==> src/rtl/cmhp_pkg.sv <==
// Shared types, constants and result helpers for the message header parser.
package cmhp_pkg;

    localparam int MAX_ICV_DEF = 32;
    localparam int CFG_NUM     = 4;
    localparam int CFG_IDX_W   = 3;
    localparam int CFG_SEL_W   = 2;
    localparam int ICV_CFG_W   = 6;

    localparam logic [ICV_CFG_W-1:0] ICV_RST_SUITE0 = 6'd4;
    localparam logic [ICV_CFG_W-1:0] ICV_RST_SUITE1 = 6'd4;
    localparam logic [ICV_CFG_W-1:0] ICV_RST_SUITE2 = 6'd8;
    localparam logic [ICV_CFG_W-1:0] ICV_RST_SUITE3 = 6'd8;

    localparam logic [7:0] SUITE_LAST = 8'd3;

    localparam logic [2:0] HDR_IDX_FLAG  = 3'd0;
    localparam logic [2:0] HDR_IDX_VER   = 3'd1;
    localparam logic [2:0] HDR_IDX_SUITE = 3'd2;
    localparam logic [2:0] HDR_IDX_KEY   = 3'd3;
    localparam logic [2:0] SEQ_BYTES     = 3'd6;

    localparam logic ERR_SHORT = 1'b0;
    localparam logic ERR_SUITE = 1'b1;

    typedef enum logic [2:0] {
        KIND_KEY     = 3'd0,
        KIND_HEADER  = 3'd1,
        KIND_PAYLOAD = 3'd2,
        KIND_ICV     = 3'd3,
        KIND_ERROR   = 3'd4
    } kind_t;

    typedef enum logic [2:0] {
        PH_HDR,
        PH_KEY,
        PH_SEQ,
        PH_BODY,
        PH_DROP
    } phase_t;

    typedef enum logic [2:0] {
        ST_IDLE,
        ST_EXEC,
        ST_ERR,
        ST_FL_RD,
        ST_FL_PUSH
    } state_t;

    typedef enum logic [1:0] {
        TAIL_NONE,
        TAIL_ERR,
        TAIL_FLUSH
    } tail_t;

    typedef struct packed {
        logic load;
        logic exec;
        logic push_err;
        logic flush_rd;
        logic flush_push;
    } cmd_t;

    typedef struct packed {
        logic  first_valid;
        tail_t tail;
        logic  flush_last;
    } status_t;

    typedef struct packed {
        kind_t       kind;
        logic [7:0]  data;
        logic        ext;
        logic [14:0] version;
        logic [7:0]  suite;
        logic [6:0]  key_len;
        logic [6:0]  short_key;
        logic [47:0] seq;
        logic        err;
        logic        done;
    } res_t;

    function automatic res_t res_byte(kind_t k, logic [7:0] b);
        res_t r;
        r      = '0;
        r.kind = k;
        r.data = b;
        return r;
    endfunction

    function automatic res_t res_error(logic code);
        res_t r;
        r      = '0;
        r.kind = KIND_ERROR;
        r.err  = code;
        r.done = 1'b1;
        return r;
    endfunction

endpackage

==> src/rtl/cmhp_ctrl.sv <==
// Sequencing state machine: accept, execute, error and ICV flush steps, output valid.
module cmhp_ctrl
    import cmhp_pkg::*;
(
    input  logic    clk,
    input  logic    rst_n,
    input  logic    in_valid,
    output logic    in_stall,
    output logic    out_valid,
    input  logic    out_stall,
    input  status_t status,
    output cmd_t    cmd
);

    state_t state_reg;
    state_t state_next;
    logic   out_valid_reg;
    logic   out_valid_next;
    logic   slot_free;
    logic   push;

    assign slot_free = !out_valid_reg || !out_stall;
    assign push      = (cmd.exec && status.first_valid) || cmd.push_err || cmd.flush_push;

    always_comb
    begin
        state_next = state_reg;
        case (state_reg)
            ST_IDLE:
            begin
                if (in_valid)
                begin
                    state_next = ST_EXEC;
                end
            end
            ST_EXEC:
            begin
                if (slot_free)
                begin
                    case (status.tail)
                        TAIL_ERR:   state_next = ST_ERR;
                        TAIL_FLUSH: state_next = ST_FL_RD;
                        default:    state_next = ST_IDLE;
                    endcase
                end
            end
            ST_ERR:
            begin
                if (slot_free)
                begin
                    state_next = ST_IDLE;
                end
            end
            ST_FL_RD:
            begin
                state_next = ST_FL_PUSH;
            end
            ST_FL_PUSH:
            begin
                if (slot_free)
                begin
                    state_next = status.flush_last ? ST_IDLE : ST_FL_RD;
                end
            end
            default:
            begin
                state_next = ST_IDLE;
            end
        endcase
    end

    always_comb
    begin
        cmd      = '0;
        in_stall = 1'b1;
        case (state_reg)
            ST_IDLE:
            begin
                in_stall = 1'b0;
                cmd.load = in_valid;
            end
            ST_EXEC:    cmd.exec       = slot_free;
            ST_ERR:     cmd.push_err   = slot_free;
            ST_FL_RD:   cmd.flush_rd   = 1'b1;
            ST_FL_PUSH: cmd.flush_push = slot_free;
            default:    cmd            = '0;
        endcase
    end

    always_comb
    begin
        if (push)
        begin
            out_valid_next = 1'b1;
        end
        else if (!out_stall)
        begin
            out_valid_next = 1'b0;
        end
        else
        begin
            out_valid_next = out_valid_reg;
        end
    end

    always_ff @(posedge clk or negedge rst_n)
    begin
        if (!rst_n)
        begin
            state_reg     <= ST_IDLE;
            out_valid_reg <= 1'b0;
        end
        else
        begin
            state_reg     <= state_next;
            out_valid_reg <= out_valid_next;
        end
    end

    assign out_valid = out_valid_reg;

    assert property (@(posedge clk) disable iff (!rst_n)
        (in_valid && !in_stall) |=> (state_reg == ST_EXEC))
        else $error("accepted transaction not followed by execute step");

    assert property (@(posedge clk) disable iff (!rst_n)
        push |-> !(out_valid_reg && out_stall))
        else $error("result loaded over a stalled result");

    assert property (@(posedge clk) disable iff (!rst_n)
        $rose(out_valid_reg) |-> $past(push))
        else $error("output valid rose without a result load");

endmodule

==> src/rtl/cmhp_dp.sv <==
// Parse state, ICV configuration, ICV hold memory and result register.
module cmhp_dp
    import cmhp_pkg::*;
#(
    parameter int MAX_ICV = MAX_ICV_DEF
)
(
    input  logic                 clk,
    input  logic                 rst_n,
    input  cmd_t                 cmd,
    output status_t              status,
    input  logic [7:0]           data_byte,
    input  logic                 end_of_frame,
    input  logic                 cfg_valid,
    input  logic [CFG_IDX_W-1:0] cfg_index,
    input  logic [ICV_CFG_W-1:0] cfg_data,
    output res_t                 result
);

    localparam int CNT_W  = $clog2(MAX_ICV + 1);
    localparam int ADDR_W = (MAX_ICV > 1) ? $clog2(MAX_ICV) : 1;
    localparam int CMP_W  = (CNT_W > ICV_CFG_W) ? CNT_W : ICV_CFG_W;

    logic [ICV_CFG_W-1:0] icv_cfg_reg [CFG_NUM];

    phase_t             phase_reg;
    phase_t             phase_next;
    logic [2:0]         idx_reg;
    logic [2:0]         idx_next;
    logic [6:0]         key_cnt_reg;
    logic [6:0]         key_cnt_next;
    logic [CNT_W-1:0]   target_reg;
    logic [CNT_W-1:0]   target_next;
    logic [CNT_W-1:0]   fill_reg;
    logic [CNT_W-1:0]   fill_next;
    logic [ADDR_W-1:0]  head_reg;
    logic [ADDR_W-1:0]  head_next;
    logic [ADDR_W-1:0]  flush_ptr_reg;
    logic [ADDR_W-1:0]  flush_ptr_next;
    logic [CNT_W-1:0]   flush_left_reg;
    logic [CNT_W-1:0]   flush_left_next;

    logic               ext_reg;
    logic               ext_next;
    logic [14:0]        ver_reg;
    logic [14:0]        ver_next;
    logic [7:0]         suite_reg;
    logic [7:0]         suite_next;
    logic [6:0]         key_len_reg;
    logic [6:0]         key_len_next;
    logic [6:0]         short_reg;
    logic [6:0]         short_next;
    logic [47:0]        seq_reg;
    logic [47:0]        seq_next;
    logic               err_code_reg;
    logic               err_code_next;

    logic [7:0]         byte_reg;
    logic               eof_reg;
    logic [7:0]         rd_data_reg;
    logic [7:0]         hold_mem [MAX_ICV];
    logic               mem_we;
    logic [ADDR_W-1:0]  mem_waddr;
    res_t               out_reg;
    res_t               first;
    res_t               icv_res;
    logic               first_valid;
    tail_t              tail;
    logic               restart;

    logic [ICV_CFG_W-1:0] cfg_sel;
    logic [CNT_W-1:0]     sat_target;
    logic [CNT_W-1:0]     head_inc;
    logic [ADDR_W-1:0]    head_wrap;
    logic [CNT_W-1:0]     fptr_inc;
    logic [ADDR_W-1:0]    fptr_wrap;

    assign cfg_sel    = icv_cfg_reg[byte_reg[CFG_SEL_W-1:0]];
    assign sat_target = (CMP_W'(cfg_sel) > CMP_W'(MAX_ICV)) ? CNT_W'(MAX_ICV) : CNT_W'(cfg_sel);

    assign head_inc  = CNT_W'(head_reg) + CNT_W'(1);
    assign head_wrap = (head_inc == target_reg) ? '0 : head_inc[ADDR_W-1:0];
    assign fptr_inc  = CNT_W'(flush_ptr_reg) + CNT_W'(1);
    assign fptr_wrap = (fptr_inc == target_reg) ? '0 : fptr_inc[ADDR_W-1:0];

    always_comb
    begin
        icv_res      = res_byte(KIND_ICV, rd_data_reg);
        icv_res.done = (flush_left_reg == CNT_W'(1));
    end

    always_comb
    begin
        phase_next      = phase_reg;
        idx_next        = idx_reg;
        key_cnt_next    = key_cnt_reg;
        target_next     = target_reg;
        fill_next       = fill_reg;
        head_next       = head_reg;
        flush_ptr_next  = flush_ptr_reg;
        flush_left_next = flush_left_reg;
        ext_next        = ext_reg;
        ver_next        = ver_reg;
        suite_next      = suite_reg;
        key_len_next    = key_len_reg;
        short_next      = short_reg;
        seq_next        = seq_reg;
        err_code_next   = err_code_reg;
        first           = '0;
        first_valid     = 1'b0;
        tail            = TAIL_NONE;
        restart         = 1'b0;
        mem_we          = 1'b0;
        mem_waddr       = head_reg;

        case (phase_reg)
            PH_HDR:
            begin
                case (idx_reg)
                    HDR_IDX_FLAG:
                    begin
                        ext_next = byte_reg[7];
                        ver_next = {byte_reg[6:0], 8'h00};
                    end
                    HDR_IDX_VER:
                    begin
                        ver_next = {ver_reg[14:8], byte_reg};
                    end
                    HDR_IDX_SUITE:
                    begin
                        suite_next = byte_reg;
                        if (byte_reg > SUITE_LAST)
                        begin
                            phase_next = PH_DROP;
                        end
                        else
                        begin
                            target_next = sat_target;
                        end
                    end
                    default:
                    begin
                        if (byte_reg[7])
                        begin
                            key_len_next = byte_reg[6:0];
                            short_next   = '0;
                            key_cnt_next = '0;
                            phase_next   = (byte_reg[6:0] != '0) ? PH_KEY : PH_SEQ;
                        end
                        else
                        begin
                            key_len_next = 7'd1;
                            short_next   = byte_reg[6:0];
                            phase_next   = PH_SEQ;
                        end
                        seq_next = '0;
                    end
                endcase
                idx_next = (idx_reg < HDR_IDX_KEY) ? idx_reg + 3'd1 : '0;
                if (eof_reg)
                begin
                    first_valid = 1'b1;
                    first       = res_error((phase_next == PH_DROP) ? ERR_SUITE : ERR_SHORT);
                    restart     = 1'b1;
                end
            end
            PH_KEY:
            begin
                first_valid  = 1'b1;
                first        = res_byte(KIND_KEY, byte_reg);
                key_cnt_next = key_cnt_reg + 7'd1;
                if (key_cnt_next == key_len_reg)
                begin
                    phase_next = PH_SEQ;
                    idx_next   = '0;
                end
                if (eof_reg)
                begin
                    tail          = TAIL_ERR;
                    err_code_next = ERR_SHORT;
                    restart       = 1'b1;
                end
            end
            PH_SEQ:
            begin
                seq_next = {seq_reg[39:0], byte_reg};
                idx_next = idx_reg + 3'd1;
                if (idx_next >= SEQ_BYTES)
                begin
                    first_valid     = 1'b1;
                    first.kind      = KIND_HEADER;
                    first.ext       = ext_reg;
                    first.version   = ver_reg;
                    first.suite     = suite_reg;
                    first.key_len   = key_len_reg;
                    first.short_key = short_reg;
                    first.seq       = seq_next;
                    phase_next      = PH_BODY;
                    fill_next       = '0;
                    head_next       = '0;
                    if (eof_reg)
                    begin
                        if (target_reg == '0)
                        begin
                            first.done = 1'b1;
                        end
                        else
                        begin
                            tail          = TAIL_ERR;
                            err_code_next = ERR_SHORT;
                        end
                        restart = 1'b1;
                    end
                end
                else if (eof_reg)
                begin
                    first_valid = 1'b1;
                    first       = res_error(ERR_SHORT);
                    restart     = 1'b1;
                end
            end
            PH_BODY:
            begin
                if (fill_reg < target_reg)
                begin
                    mem_we    = 1'b1;
                    mem_waddr = fill_reg[ADDR_W-1:0];
                    fill_next = fill_reg + CNT_W'(1);
                end
                else if (target_reg == '0)
                begin
                    first_valid = 1'b1;
                    first       = res_byte(KIND_PAYLOAD, byte_reg);
                end
                else
                begin
                    first_valid = 1'b1;
                    first       = res_byte(KIND_PAYLOAD, rd_data_reg);
                    mem_we      = 1'b1;
                    mem_waddr   = head_reg;
                    head_next   = head_wrap;
                end
                if (eof_reg)
                begin
                    if (fill_next == target_reg)
                    begin
                        if (target_reg == '0)
                        begin
                            first.done = 1'b1;
                        end
                        else
                        begin
                            tail            = TAIL_FLUSH;
                            flush_ptr_next  = head_next;
                            flush_left_next = target_reg;
                        end
                    end
                    else
                    begin
                        first_valid = 1'b1;
                        first       = res_error(ERR_SHORT);
                    end
                    restart = 1'b1;
                end
            end
            default:
            begin
                if (eof_reg)
                begin
                    first_valid = 1'b1;
                    first       = res_error(ERR_SUITE);
                    restart     = 1'b1;
                end
            end
        endcase

        if (restart)
        begin
            phase_next   = PH_HDR;
            idx_next     = '0;
            key_cnt_next = '0;
            fill_next    = '0;
            head_next    = '0;
            seq_next     = '0;
        end
    end

    always_ff @(posedge clk or negedge rst_n)
    begin
        if (!rst_n)
        begin
            phase_reg      <= PH_HDR;
            idx_reg        <= '0;
            key_cnt_reg    <= '0;
            target_reg     <= '0;
            fill_reg       <= '0;
            head_reg       <= '0;
            flush_ptr_reg  <= '0;
            flush_left_reg <= '0;
            icv_cfg_reg[0] <= ICV_RST_SUITE0;
            icv_cfg_reg[1] <= ICV_RST_SUITE1;
            icv_cfg_reg[2] <= ICV_RST_SUITE2;
            icv_cfg_reg[3] <= ICV_RST_SUITE3;
        end
        else
        begin
            if (cfg_valid && (cfg_index < CFG_IDX_W'(CFG_NUM)))
            begin
                icv_cfg_reg[cfg_index[CFG_SEL_W-1:0]] <= cfg_data;
            end
            if (cmd.exec)
            begin
                phase_reg      <= phase_next;
                idx_reg        <= idx_next;
                key_cnt_reg    <= key_cnt_next;
                target_reg     <= target_next;
                fill_reg       <= fill_next;
                head_reg       <= head_next;
                flush_ptr_reg  <= flush_ptr_next;
                flush_left_reg <= flush_left_next;
            end
            if (cmd.flush_rd)
            begin
                flush_ptr_reg <= fptr_wrap;
            end
            if (cmd.flush_push)
            begin
                flush_left_reg <= flush_left_reg - CNT_W'(1);
            end
        end
    end

    always_ff @(posedge clk)
    begin
        if (cmd.load)
        begin
            byte_reg    <= data_byte;
            eof_reg     <= end_of_frame;
            rd_data_reg <= hold_mem[head_reg];
        end
        else if (cmd.flush_rd)
        begin
            rd_data_reg <= hold_mem[flush_ptr_reg];
        end
        if (cmd.exec && mem_we)
        begin
            hold_mem[mem_waddr] <= byte_reg;
        end
        if (cmd.exec)
        begin
            ext_reg      <= ext_next;
            ver_reg      <= ver_next;
            suite_reg    <= suite_next;
            key_len_reg  <= key_len_next;
            short_reg    <= short_next;
            seq_reg      <= seq_next;
            err_code_reg <= err_code_next;
        end
        if (cmd.exec && first_valid)
        begin
            out_reg <= first;
        end
        else if (cmd.push_err)
        begin
            out_reg <= res_error(err_code_reg);
        end
        else if (cmd.flush_push)
        begin
            out_reg <= icv_res;
        end
    end

    assign status.first_valid = first_valid;
    assign status.tail        = tail;
    assign status.flush_last  = (flush_left_reg == CNT_W'(1));
    assign result             = out_reg;

    assert property (@(posedge clk) disable iff (!rst_n)
        fill_reg <= target_reg)
        else $error("hold fill exceeds ICV length");

    assert property (@(posedge clk) disable iff (!rst_n)
        (phase_reg == PH_BODY && target_reg != '0) |-> (CNT_W'(head_reg) < target_reg))
        else $error("hold head pointer outside ICV window");

    assert property (@(posedge clk) disable iff (!rst_n)
        cmd.flush_push |-> (flush_left_reg != '0))
        else $error("ICV flush ran past its count");

endmodule

==> src/rtl/crisp_message_header_parser.sv <==
// Top level of the secure message header parser.
// Each accepted byte goes through the accept step, then an execute step that
// updates the parse state, writes the ICV hold memory and loads the result register;
// the next byte is taken once the control is back in its accept step. A byte that leaves
// an error behind a key id or header result adds an error step. The end of a frame that
// carries an ICV adds a read step and a result load step per ICV byte, as the hold
// memory's read port is registered. Output stall holds the execute, error and ICV load
// steps while a stalled result occupies the output.
// The hold memory needs no clearing after reset; only written entries are read.
module crisp_message_header_parser
    import cmhp_pkg::*;
#(
    parameter int MAX_ICV = MAX_ICV_DEF
)
(
    input  logic                 clk,
    input  logic                 rst_n,
    input  logic                 in_valid,
    output logic                 in_stall,
    input  logic [7:0]           data_byte,
    input  logic                 end_of_frame,
    output logic                 out_valid,
    input  logic                 out_stall,
    output logic [2:0]           kind,
    output logic [7:0]           out_byte,
    output logic                 ext_key_flag,
    output logic [14:0]          version,
    output logic [7:0]           suite_id,
    output logic [6:0]           key_id_len,
    output logic [6:0]           short_key_id,
    output logic [47:0]          seq_number,
    output logic                 error_code,
    output logic                 frame_done,
    input  logic                 cfg_valid,
    output logic                 cfg_ready,
    input  logic [CFG_IDX_W-1:0] cfg_index,
    input  logic [ICV_CFG_W-1:0] cfg_data
);

    cmd_t    cmd;
    status_t status;
    res_t    result;

    assign cfg_ready = 1'b1;

    cmhp_ctrl u_ctrl (
        .clk       (clk),
        .rst_n     (rst_n),
        .in_valid  (in_valid),
        .in_stall  (in_stall),
        .out_valid (out_valid),
        .out_stall (out_stall),
        .status    (status),
        .cmd       (cmd)
    );

    cmhp_dp #(
        .MAX_ICV (MAX_ICV)
    ) u_dp (
        .clk          (clk),
        .rst_n        (rst_n),
        .cmd          (cmd),
        .status       (status),
        .data_byte    (data_byte),
        .end_of_frame (end_of_frame),
        .cfg_valid    (cfg_valid),
        .cfg_index    (cfg_index),
        .cfg_data     (cfg_data),
        .result       (result)
    );

    assign kind         = result.kind;
    assign out_byte     = result.data;
    assign ext_key_flag = result.ext;
    assign version      = result.version;
    assign suite_id     = result.suite;
    assign key_id_len   = result.key_len;
    assign short_key_id = result.short_key;
    assign seq_number   = result.seq;
    assign error_code   = result.err;
    assign frame_done   = result.done;

endmodule

==> config.mk <==
export PLATFORM = sky130hd
export DESIGN_NAME = crisp_message_header_parser
export DESIGN_NICKNAME = d
export VERILOG_FILES = /design/src/rtl/cmhp_pkg.sv /design/src/rtl/cmhp_ctrl.sv /design/src/rtl/cmhp_dp.sv /design/src/rtl/crisp_message_header_parser.sv
export SDC_FILE = /design/constraint.sdc
export NUM_CORES = 1
export LEC_CHECK = 0
export BUFFER_PORTS_ARGS = -buffer_cell sky130_fd_sc_hd__buf_4
export CAP_MARGIN = 20
export CORE_AREA = 2 2 143 285
export DETAILED_ROUTE_END_ITERATION = 8
export DIE_AREA = 0 0 145 287
export GPL_ROUTABILITY_DRIVEN = 0
export PLACE_DENSITY = 0.79
export SKIP_CTS_REPAIR_TIMING = 1
export SLEW_MARGIN = 20
export SYNTH_ARGS = -nofsm -noshare
export SYNTH_HDL_FRONTEND = slang
export SYNTH_SLANG_ARGS = --single-unit
==> constraint.sdc <==
create_clock -name clk -period 6.6 [get_ports clk]
set_input_delay 0.99 -clock clk [delete_from_list [all_inputs] [get_ports clk]]
set_output_delay 0.99 -clock clk [all_outputs]
set_load 0.02 [all_outputs]
# [Word level (Yosys, flattened, before mapping)]
# Memories as Yosys holds them, arrays and structs flattened.
# Index checks and enable logic that the tools add are counted.
[word_totals] ram_bits=256 memories=1 in_bits=23 regBits=264 word_cells=250
[memory_table] memory="u_dp.hold_mem" words=32 width=8 read_ports=2 rd_ports_with_merged_regs=0 wr=1 line_no="cmhp_dp.sv:61" rtl="logic [7:0] hold_mem [MAX_ICV];"
[op_classes] n_eq_ne=32 bitwise=5 n_reduce_logical=47 add_sub_neg=6 n_mux=115 order_cmp=9
[ops] op="99-bit 2-to-1 mux" n=8
[ops] op="99-bit case mux with 4 select lines" n=1
[ops] op="98-bit 2-to-1 mux" n=1
[ops] op="96-bit 2-to-1 mux" n=1
[ops] op="86-bit 2-to-1 mux" n=1
[ops] op="6-bit 2-to-1 mux" n=14
[ops] op="40-bit case mux with 2 select lines" n=1
[ops] op="5-bit 2-to-1 mux" n=14
[ops] op="3-bit 2-to-1 mux" n=14
[ops] op="40-bit 2-to-1 mux" n=1
[ops] op="1-bit 2-to-1 mux" n=31
[ops] op="15-bit case mux with 2 select lines" n=1
[ops] op="24-bit bitwise mux" n=1
[ops] op="8-bit 2-to-1 mux" n=3
[ops] op="2-bit nonzero test" n=11
[ops] op="7-bit 2-to-1 mux" n=3
[ops] op="3-bit AND reduction" n=7
[ops] op="4-bit AND reduction" n=5
[ops] op="6-bit equality test" n=3
[ops] op="3-bit case mux with 3 select lines" n=2
[ops] op="3-bit by 2-bit equality test with 1-bit output (second input constant)" n=5
[ops] op="3-bit case mux with 5 select lines" n=1
[ops] op="2-bit 2-to-1 mux" n=7
[ops] op="2-bit by 1-bit != test with 1-bit output (second input constant)" n=7
[ops] op="other kinds (45)" n=71

# [Depth between registers and ports, before layout]
[logic_depth] depth_word=11 depth_mapped=16 depth_no_buf=15

# [Cells and area by module]
# From an unflattened synthesis, not the netlist that was laid out.
[unflattened] hier_cells=1580 hier_area_um2=23946.7
[by_module_without_submodules] module="cmhp_dp" cells_each=1541 area_per_inst_um2=23616.4 seq_area_each_um2=15144.5 n_inst=1
[by_module_without_submodules] module="cmhp_ctrl" cells_each=37 area_per_inst_um2=319.1 seq_area_each_um2=100.1 n_inst=1
[by_module_without_submodules] module="crisp_message_header_parser" cells_each=2 area_per_inst_um2=11.3 seq_area_each_um2=0.0 n_inst=1

# [Worst setup path after synthesis]
# OpenSTA, ideal clock, no wires.
[synth_path] kind="register to register" start="register u_dp.target_reg[2]" end="register u_dp.out_reg (netlist bit u_dp.result[0]), enable pin" arrival_ns=4.196 path_buffers=1 path_slack_ns=1.486 period_less_slack_ns=5.114 path_stages_with_launch=11 cell_sequence="dfrtp_1 > clkbuf_1 > inv_1 > ha_1 > nand4_1 > o2111a_1 > xnor2_1 > o311ai_0 > or2_2 > o21ai_1 > nand2_1"
[synth_between] elab_chain_cells=9
[synth_lines] element="from (decl)" line_no="cmhp_dp.sv:32" rtl="logic [CNT_W-1:0] target_reg;"
[synth_lines] element="from (signal assigned)" line_no="cmhp_dp.sv:316" rtl="target_reg <= target_next;"
[synth_lines] element="6-bit less-than comparator" line_no="cmhp_dp.sv:224" rtl="if (fill_reg < target_reg)"
[synth_lines] element="6-bit 2-to-1 mux" line_no="cmhp_dp.sv:224"
[synth_lines] element="6-bit 2-to-1 mux" line_no="cmhp_dp.sv:116" rtl="case (phase_reg)"
[synth_lines] element="6-bit equality test" line_no="cmhp_dp.sv:245" rtl="if (fill_next == target_reg)"
[synth_lines] element="1-bit 2-to-1 mux" line_no="cmhp_dp.sv:245"
[synth_lines] element="1-bit 2-to-1 mux (*)" line_no="cmhp_dp.sv:243" rtl="if (eof_reg)"
[synth_lines] element="1-bit case mux with 3 select lines (*)" line_no="cmhp_dp.sv:116"
[synth_lines] element="1-bit logical AND (*)" line_no="cmhp_dp.sv:359" rtl="if (cmd.exec && first_valid)"
[synth_lines] element="3-bit nonzero test (no source line) (*)"
[synth_lines] element="to (signal assigned)" line_no="cmhp_dp.sv:361" rtl="out_reg <= first;"
[synth_lines] element="to (signal assigned)" line_no="cmhp_dp.sv:365" rtl="out_reg <= res_error(err_code_reg);"
[synth_lines] element="to (signal assigned)" line_no="cmhp_dp.sv:369" rtl="out_reg <= icv_res;"
[synth_lines] element="to (decl)" line_no="cmhp_dp.sv:64" rtl="res_t out_reg;"
# Mark *: on every way between the ends. The rest lies on a longest branch, timed or not. The select of a mux whose other input is x is not followed.
# A chain may end at the register's enable or synchronous reset.

# [Worst setup path after layout]
[layout_path] start="register u_dp.target_reg[3]" end="register u_dp.out_reg (netlist bit u_dp.result[2]), enable pin"
# The elaborated chain is that of the path after synthesis.

==> summary.txt <==
Final worst-path cycle share = 67.6%
Die area = 41,600 µm²
Worst path slowest cell = buf_4
Crit path max fanout = 87
Yosys warns = 0
Critical Path AT = 4.66 ns
Largest net degree at the start of global routing = 88
# IOs = 125
Crit start category = flip-flop
Detailed placement HPWL = 39,100 µm
Yosys top cell area share = 56.7%
Layout cells sized above 1 = 29.6%
CP Buf/Inv Count = 2
Setup WS pre-CTS = 2.22 ns
Die width = 145 µm
Core box area = 39,300 µm²
Inserted Clock Buffers = 44
Worst Path Required = 6.80 ns
Synthesized instance count = 1,461
Tot GR Track Use = 28.2%
Iter 0 DRT Violations = 1,250
Asr flop ratio synth = 13.3%
Routed wire per std cell = 27.4 µm
Antenna violations before repair = 1
Final Cell Area = 26,700 µm²
Worst min-delay path category = flip-flop to flip-flop
Pleak = 9.25 nW
Post-synthesis cell area = 23,800 µm²
CP cell instances = inv_1 -> ha_1 -> nand4_1 -> o21a_1 -> o311ai_0 -> or2_2 -> o21ai_1 -> nand2_4 -> buf_4
Vias in the first global route = 14,300
Critical Path Max Stage Delay = 0.84 ns
Starting Density = 60.6%
Final setup fails = 0
EDFF count, synth = 450
Area Overhead vs Synth = 12.0%
Die H = 287 µm
Top_reg_cell synth = edfxtp_1
CP Class = flip-flop to flip-flop
Largest register FFs = 256
Synth area leader = edfxtp_1
I/O Buffers = 123
First-pass DRT Iterations = 5
Yosys reg bits = 519
Outcome = finished clean
Layout net count = 1,596
Final Instance Count excl. Fillers = 2,118
Post-route ant nets = 0
Congestion Overflow GR = 0
Seq/Total Area, Yosys = 64.0%
Synth Area per Inst = 16.3 µm²
Reg-to-reg slack, setup = 2.14 ns
Final Max Slew Viols = 0
RSZ-0062 raised after global routing = false
Synth cell types = 71
# clock sinks = 519
CTS max path bufs = 3
Peak supply drop = 0.289 mV
Final Hold Viols = 0
Clock latency on the worst-skew pair = 0.57 ns
Placed Area = 25,200 µm²
Clock root buffer = clkbuf_16
Clk pin slew, worst setup/hold paths = 0.07 ns
Crit-path leading delay family = compound AO/OA/AOI/OAI gates
Number of remaining DRC errors = 0
Power density cells = 377 nW/µm²
Crit end category = flip-flop
CTS tree = done
Post-route setup slack = 2.14 ns
Via/cell ratio = 6.54
Row count = 103
# Max-Cap Violations = 0
Vias = 13,800
Htree depth = 2
Fin Clk Skew = 0.0221 ns
Worst slew margin = 23.5%
Total negative setup slack = 0 ns
Drt total wl = 58,000 µm
Dpl cells = 2,036
Synthesized Nets = 1,500
Final Critical Period = 4.46 ns
Slew @ Worst Pin = 1.15 ns
Max Fclk = 224 MHz
First-pass GRT wire length = 86,900 µm
Top post-synthesis cells by area = edfxtp_1 57%, mux4_2 16%, dfrtp_1 6.8%
## cell families after synthesis
family	Yosys count	synth area share (%)
flops	519	64.0
simple gates	396	9.23
mux	210	17.7
compound gates	170	4.95
buf+inv	117	2.08
xor+xnor	32	1.18
fa+ha+maj	16	0.840
other cells	1	0.0157
## stage by stage
step / hold slack (ns) / power (W) / utilization [%]
2_1_floorplan: 0.470 / 0.00640 / -
3_3_place_gp: 0.482 / 0.00738 / 64.1
3_5_place_dp: 0.493 / 0.00744 / 64.1
4_1_cts: 0.508 / 0.0101 / 67.9
5_1_grt: 0.526 / 0.0104 / 67.9
6_report: 0.506 / 0.0101 / 67.9
## power breakdown
part           leakage (nW)  internal [W]  total (W)  switching, W
logic                  3.50       0.00109    0.00269       0.00160
registers              5.03       0.00433    0.00470      0.000373
clock network         0.721       0.00149    0.00267       0.00117
total                  9.25       0.00692     0.0101       0.00315
## routing by layer
metal / GRT usage (%) / routed length (µm)
met1: 28.0 / 17400
met2: 52.8 / 32100
met3: 3.57 / 3330
met4: 21.7 / 5210
met5: 0 / 0
## synth_stat cells (3+ instances only)
| cell | count |
|---|---|
| a21oi_1 | 30 |
| nand2b_1 | 14 |
| nor2_1 | 70 |
| o31ai_1 | 9 |
| or2_2 | 4 |
| mux2i_1 | 14 |
| o21ai_1 | 4 |
| a22o_1 | 16 |
| o21a_1 | 7 |
| buf_1 | 21 |
| a211oi_1 | 9 |
| o211ai_1 | 5 |
| nor3_1 | 17 |
| nand2_1 | 68 |
| clkbuf_1 | 64 |
| nor4_1 | 3 |
| edfxtp_1 | 450 |
| mux4_2 | 166 |
| a31oi_1 | 9 |
| a21o_1 | 4 |
| or3_1 | 8 |
| and2_1 | 76 |
| ha_1 | 16 |
| and3_1 | 45 |
| and2_4 | 30 |
| inv_1 | 19 |
| nand3_1 | 19 |
| o21ai_0 | 42 |
| buf_2 | 6 |
| o221a_2 | 3 |
| nor3b_1 | 4 |
| xnor2_1 | 24 |
| xor2_1 | 8 |
| nand4_1 | 4 |
| dfrtp_1 | 65 |
| mux2_2 | 30 |
| buf_6 | 6 |
| dfstp_2 | 4 |
| nor2b_1 | 23 |
## layout by cell type, fill, tap and decap left out, drive strengths merged, types with 3 or more instances in the layout
master  Yosys  layout
a31oi       9       9
dfstp       4       4
nand3      19      19
nand2b     15      15
bufinv      0       6
o221a       3       3
mux2i      14      14
clkinv      0      18
nor3b       4       4
xnor2      24      24
nor2b      23      23
nand2      68      68
edfxtp    450     450
o21a        7       7
inv        19      23
and2      106     106
xor2        8       8
o21ai      47      47
o31ai       9       9
or3         8       8
o211ai      5       5
nand4       4       4
or2         5       5
ha         16      16
dfrtp      65      65
a21oi      31      31
clkbuf     64      51
and3       45      45
buf        34     148
nor4        3       3
nor3       17      17
mux4      166     166
nor2       70      70
a22o       16      16
mux2       30      30
a211oi     10      10
a21o        4       4
## final cells by class
cell class / count / area [µm²]
clock inverters: 30 / 319
well taps: 525 / 657
diodes: 1 / 2.50
inverters: 19 / 71.3
multi-input cells: 825 / 8110
flip-flops and latches: 519 / 15300
clock buffers: 51 / 1150
repair buffers: 148 / 1110
fillers: 2534 / 12600
## path summary, 6_finish.rpt
path	depth (start not counted)	end	startpoint
max	9	u_dp.result[2]	u_dp.target_reg[3]
min reg2reg	2	u_dp.key_cnt_reg[6]	u_dp.key_cnt_reg[6]
max in group asynchronous	1	u_dp.head_reg[0]	rst_n
min in group asynchronous	1	u_dp.icv_cfg_reg[6]	rst_n
max reg2reg	9	u_dp.result[2]	u_dp.target_reg[3]
min	2	u_dp.key_cnt_reg[6]	u_dp.key_cnt_reg[6]
## worst min-delay path: stages, from the launching register on
cell	delay [ns]
dfrtp_1	0.36
nand2_1	0.05
o21ai_0	0.07
(Power assumes the default switching activity.)
